--- config.mk ---
export PLATFORM = sky130hd
export DESIGN_NAME = bcbf_ctrl
export DESIGN_NICKNAME = d
export VERILOG_FILES = /design/src/sv/bcbf_pkg.sv /design/src/sv/bcbf_ctrl.sv
export SDC_FILE = /design/constraint.sdc
export NUM_CORES = 1
export LEC_CHECK = 0
export BUFFER_PORTS_ARGS = -buffer_cell sky130_fd_sc_hd__buf_4
export CORE_AREA = 2 2 39 41
export CTS_BUF_LIST = sky130_fd_sc_hd__clkbuf_4 sky130_fd_sc_hd__clkbuf_8 sky130_fd_sc_hd__clkbuf_16
export DETAILED_ROUTE_END_ITERATION = 16
export DIE_AREA = 0 0 41 43
export GPL_TIMING_DRIVEN = 0
export PLACE_DENSITY = 0.59
export SETUP_SLACK_MARGIN = 0.15
export SLEW_MARGIN = 5
export SYNTH_ARGS = -nofsm -noshare
export SYNTH_HDL_FRONTEND = slang
export SYNTH_SLANG_ARGS = --single-unit
--- constraint.sdc ---
create_clock -name clk -period 2.1 [get_ports clk]
set_input_delay 0.42 -clock clk [delete_from_list [all_inputs] [get_ports clk]]
set_output_delay 0.42 -clock clk [all_outputs]
set_load 0.005 [all_outputs]
--- src/sv/bcbf_pkg.sv ---
// Shared types, constants and arithmetic helpers for the biquad cascade band-pass filter.
package bcbf_pkg;

  localparam int NUM_SECTIONS = 4;
  localparam int SEC_W        = $clog2(NUM_SECTIONS);

  typedef logic [SEC_W-1:0] sec_t;

  localparam sec_t SEC_FIRST = sec_t'(0);
  localparam sec_t SEC_LAST  = sec_t'(NUM_SECTIONS - 1);
  // Section whose middle numerator tap is +2; the later sections use -2.
  localparam sec_t SEC_PLUS2 = sec_t'(1);

  // Request action codes.
  localparam logic ACT_FILTER = 1'b0;
  localparam logic ACT_CLEAR  = 1'b1;

  // Feedback coefficients a1 and a2 per section, rounded to 30 fraction bits.
  localparam logic signed [31:0] A1_Q30 [NUM_SECTIONS] = '{
    -32'sd592655934, -32'sd923810550, -32'sd401227684, -32'sd1241258165
  };
  localparam logic signed [31:0] A2_Q30 [NUM_SECTIONS] = '{
    32'sd649202711, 32'sd681954413, 32'sd872401359, 32'sd910120632
  };
  // Gain taps of the first section.
  localparam logic signed [31:0] B0_Q30 = 32'sd2399695;
  localparam logic signed [31:0] B1_Q30 = 32'sd4799390;

  typedef enum logic [2:0] {
    ST_IDLE,
    ST_FB_MUL,
    ST_W_CALC,
    ST_FF_MUL,
    ST_Y_CALC,
    ST_DONE
  } ctrl_state_t;

  typedef struct packed {
    logic load;
    logic clear;
    logic mul_fb;
    logic calc_w;
    logic mul_ff;
    logic calc_y;
    logic out_load;
    sec_t sec;
  } ctrl_cmd_t;

  // Saturate a wide signed value to 32 bits.
  function automatic logic signed [31:0] sat32(input logic signed [65:0] v);
    logic signed [31:0] r;
    if (v > 66'sd2147483647) begin
      r = 32'sh7FFF_FFFF;
    end else if (v < -66'sd2147483648) begin
      r = 32'sh8000_0000;
    end else begin
      r = v[31:0];
    end
    return r;
  endfunction

  // Round half up, shift right arithmetically, then saturate to 32 bits.
  function automatic logic signed [31:0] rnd_sat(input logic signed [65:0] v,
                                                 input int sh);
    logic signed [65:0] t;
    if (sh == 0) begin
      t = v;
    end else begin
      t = (v + (66'sd1 <<< (sh - 1))) >>> sh;
    end
    return sat32(t);
  endfunction

  // Re-round a 30 fraction bit coefficient to cbits fraction bits.
  function automatic logic signed [31:0] coef_scale(input logic signed [31:0] c30,
                                                    input int cbits);
    logic signed [32:0] t;
    int sh;
    sh = 30 - cbits;
    if (sh == 0) begin
      t = {c30[31], c30};
    end else begin
      t = ({c30[31], c30} + (33'sd1 <<< (sh - 1))) >>> sh;
    end
    return t[31:0];
  endfunction

endpackage

--- src/sv/bcbf_ctrl.sv ---
// Sequencer that steps the datapath through the four biquad sections.
module bcbf_ctrl (
  input  logic                 clk,
  input  logic                 rst,
  input  logic                 in_valid,
  input  logic                 in_action,
  output logic                 in_ready,
  output logic                 out_valid,
  input  logic                 out_ready,
  output bcbf_pkg::ctrl_cmd_t  cmd
);

  bcbf_pkg::ctrl_state_t state, state_next;
  bcbf_pkg::sec_t        sec, sec_next;
  logic                  out_valid_next;
  logic                  accept;

  always_ff @(posedge clk) begin
    if (rst) begin
      state     <= bcbf_pkg::ST_IDLE;
      sec       <= bcbf_pkg::SEC_FIRST;
      out_valid <= 1'b0;
    end else begin
      state     <= state_next;
      sec       <= sec_next;
      out_valid <= out_valid_next;
    end
  end

  assign in_ready = (state == bcbf_pkg::ST_IDLE);
  assign accept   = in_valid && in_ready;

  always_comb begin
    state_next     = state;
    sec_next       = sec;
    out_valid_next = out_valid && !out_ready;
    cmd            = '0;
    cmd.sec        = sec;
    unique case (state)
      bcbf_pkg::ST_IDLE: begin
        if (accept) begin
          if (in_action == bcbf_pkg::ACT_CLEAR) begin
            cmd.clear = 1'b1;
          end else begin
            cmd.load   = 1'b1;
            sec_next   = bcbf_pkg::SEC_FIRST;
            state_next = bcbf_pkg::ST_FB_MUL;
          end
        end
      end
      bcbf_pkg::ST_FB_MUL: begin
        cmd.mul_fb = 1'b1;
        state_next = bcbf_pkg::ST_W_CALC;
      end
      bcbf_pkg::ST_W_CALC: begin
        cmd.calc_w = 1'b1;
        state_next = (sec == bcbf_pkg::SEC_FIRST) ? bcbf_pkg::ST_FF_MUL
                                                  : bcbf_pkg::ST_Y_CALC;
      end
      bcbf_pkg::ST_FF_MUL: begin
        cmd.mul_ff = 1'b1;
        state_next = bcbf_pkg::ST_Y_CALC;
      end
      bcbf_pkg::ST_Y_CALC: begin
        cmd.calc_y = 1'b1;
        if (sec == bcbf_pkg::SEC_LAST) begin
          state_next = bcbf_pkg::ST_DONE;
        end else begin
          sec_next   = sec + bcbf_pkg::sec_t'(1);
          state_next = bcbf_pkg::ST_FB_MUL;
        end
      end
      bcbf_pkg::ST_DONE: begin
        if (!out_valid || out_ready) begin
          cmd.out_load   = 1'b1;
          out_valid_next = 1'b1;
          state_next     = bcbf_pkg::ST_IDLE;
        end
      end
      default: begin
        state_next = bcbf_pkg::ST_IDLE;
      end
    endcase
  end

endmodule

==> impl_results.md <==
- Mapped cell area: 427 um2
- Post-route ant nets: 0
- Power Total: 358 uW
- Number of port buffers: 14
- Synthesis-stage register bit count: 6
- Leakage Power: 0.251 nW
- GRT overflow: 0
- FF-to-FF path depth: 5
- Count of final hold-check violations: 0
- Sequential share of the synthesized area: 28.2%
- IO Pins: 16
- Ys Warns: 0
- CP Max Fanout: 10
- Initial antenna violation count: 0
- Root Buffer: clkbuf_4
- Fmax: 0.603 GHz
- Total length of routed wires: 905 um
- Post-synth ARST share: 0%
- Actual slew at the worst max-slew pin: 0.382 ns
- Worst r2r dst: state[2]
- Clk_lat worst skew: 0.24 ns
- Setup Skew: 0.00125 ns
- Vias in the first global route: 327
- # fillers: 142
- Ant diodes: 0
- Fin. max-slew vios: 0
- Mapped Cells: 50
- RSZ-0062 raised after global routing: no
- Power Dens Cells: 624 nW/um2
- Hold worst-path end: sec[1]
- Detailed-route vias per instance: 4.90
- Setup crit end kind: output pin
- MaxCap Viol Count: 0
- Gr usage total: 11.8%
- # resized after CTS: 0
- Min Tclk post-route: 1.66 ns
- CTS HTree Levels: 1
- R2r setup slk: 0.72 ns
- Top_reg_cell synth: dfxtp_1
- Starting density of the core: 30.8%
- Unique masters post-synth: 29
- Die Width: 41 um
- CTS Hold Buffers Added: 0
- Worst EP required: 1.68 ns
- Synth-to-layout area growth: 34.6%
- Setup Crit Path Kind: flop to output pin
- Die area: 1760 um2
- Commonest cells after routing, fill and taps aside: 15 x buf_4, 6 x dfxtp_1, 4 x nor2b_1
- Nets@finish: 76
- First-pass GRT wire length: 1.39 mm
- Min-Delay Path Depth: 2
- Sink Count: 6
- Vias: 407
- # DRC: 0
- VDD IR-drop max: 0.000255 V
- Worst hold path class: flop to flop
- Post-route cell area: 574 um2
- Post-synthesis net count: 57
- Core area: 1380 um2
- Hpwl dp: 684 um
- Clock slew at reported path FFs: 0.05 ns
- Worst r2r src: sec[0]
- Mapped Avg Cell Area: 8.53 um2
- TritonCTS buffer count: 3
- Initial DRC Count: 8
- Pin count of the biggest net entering global routing: 11
- Critical hold path startpoint: sec[1]
- Crit start category: flop
- Status: completed
- Row count: 14
- TritonCTS clock tree: yes
- Instance area at placement: 552 um2
- Post-synth EDFFs: 0
- Share of layout cells above drive strength 1: 37.3%
- Clock tree buffer depth: 2
- Slew headroom: 74.5%
- Setup TNS: 0 ns
- Setup bufs post-CTS: 0
- Fin crit share: 78.9%
- CP arrival: 1.24 ns
- Die height: 43 um
- Router iterations before antenna repair: 3
- Commonest non-fill, non-tap cell in the layout: buf_4
- Setup-failing EPs final: 0
- Avg WL per Cell: 10.9 um
- GP Congestion: 0.737
## Yosys cell counts (2+ instances only)
library cell,instances,area (um2)
and3_1,2,12.5
dfxtp_1,6,120
ha_1,2,25.0
nor2b_1,4,25.0
a21oi_1,2,10.0
nor3b_1,3,22.5
nand2_1,2,7.51
nand3_1,2,10.0
inv_1,3,11.3
nand2b_1,2,12.5
nor4_1,2,12.5
nor2_1,3,11.3
## power breakdown
group / internal [mW] / switching (mW)
logic: 0.0630 / 0.0579
clock network: 0.0648 / 0.0439
registers: 0.122 / 0.00677
## layout make-up
| class | count | area (um2) | area share [%] |
|---|---|---|---|
| multi-input combinational | 37 | 268 | 46.6 |
| sequential | 6 | 120 | 20.9 |
| timing repair buffer | 14 | 105 | 18.3 |
| buffer | 4 | 27.5 | 4.79 |
| clock buffer | 3 | 22.5 | 3.92 |
| tap | 16 | 20.0 | 3.49 |
| inverter | 3 | 11.3 | 1.96 |
## worst max-delay path by stage
stage / from / to / slack (ns)
3_5_place_dp: in_action / cmd[8] / 0.63
3_3_place_gp: in_action / cmd[8] / 0.65
5_1_grt: state[0] / cmd[7] / 0.38
6_report: state[0] / cmd[7] / 0.44
4_1_cts: state[0] / cmd[7] / 0.43
2_1_floorplan: sec[0] / state[2] / 0.82
## per-stage QoR
step                hold WS (ns)  worst slack, ns  util, %  cells
global route               0.542            0.376     41.5     83
finish                     0.526            0.443     41.5     83
floorplan                  0.504            0.820        -     50
CTS                        0.521            0.427     41.5     83
global placement           0.522            0.647     39.9     80
detailed placement         0.520            0.633     39.9     80
## metal layers
layer	GRT usage [%]	wire length, um
met1	16.0	444
met2	15.3	397
met3	8.38	63
met4	2.00	0
met5	0	0
## cell families (layout without fill, tap and decap cells)
group / Yosys count / in the layout / synth area share [%]
flops: 6 / 6 / 28.2
simple gates: 25 / 25 / 36.7
compound gates: 9 / 9 / 17.9
mux: 1 / 1 / 2.35
fa+ha+maj: 2 / 2 / 5.86
buf+inv: 7 / 24 / 9.09
## state kept, by name (all words and copies together), names as in the netlist
name and flops:
out_valid 1, sec 2, state 3
## critical path, stage by stage, from the launching register on
cell,delay [ns]
dfxtp_1,0.38
buf_2,0.24
nor3_2,0.07
and3_1,0.18
buf_4,0.13
Power figures use the tool's default switching activity.
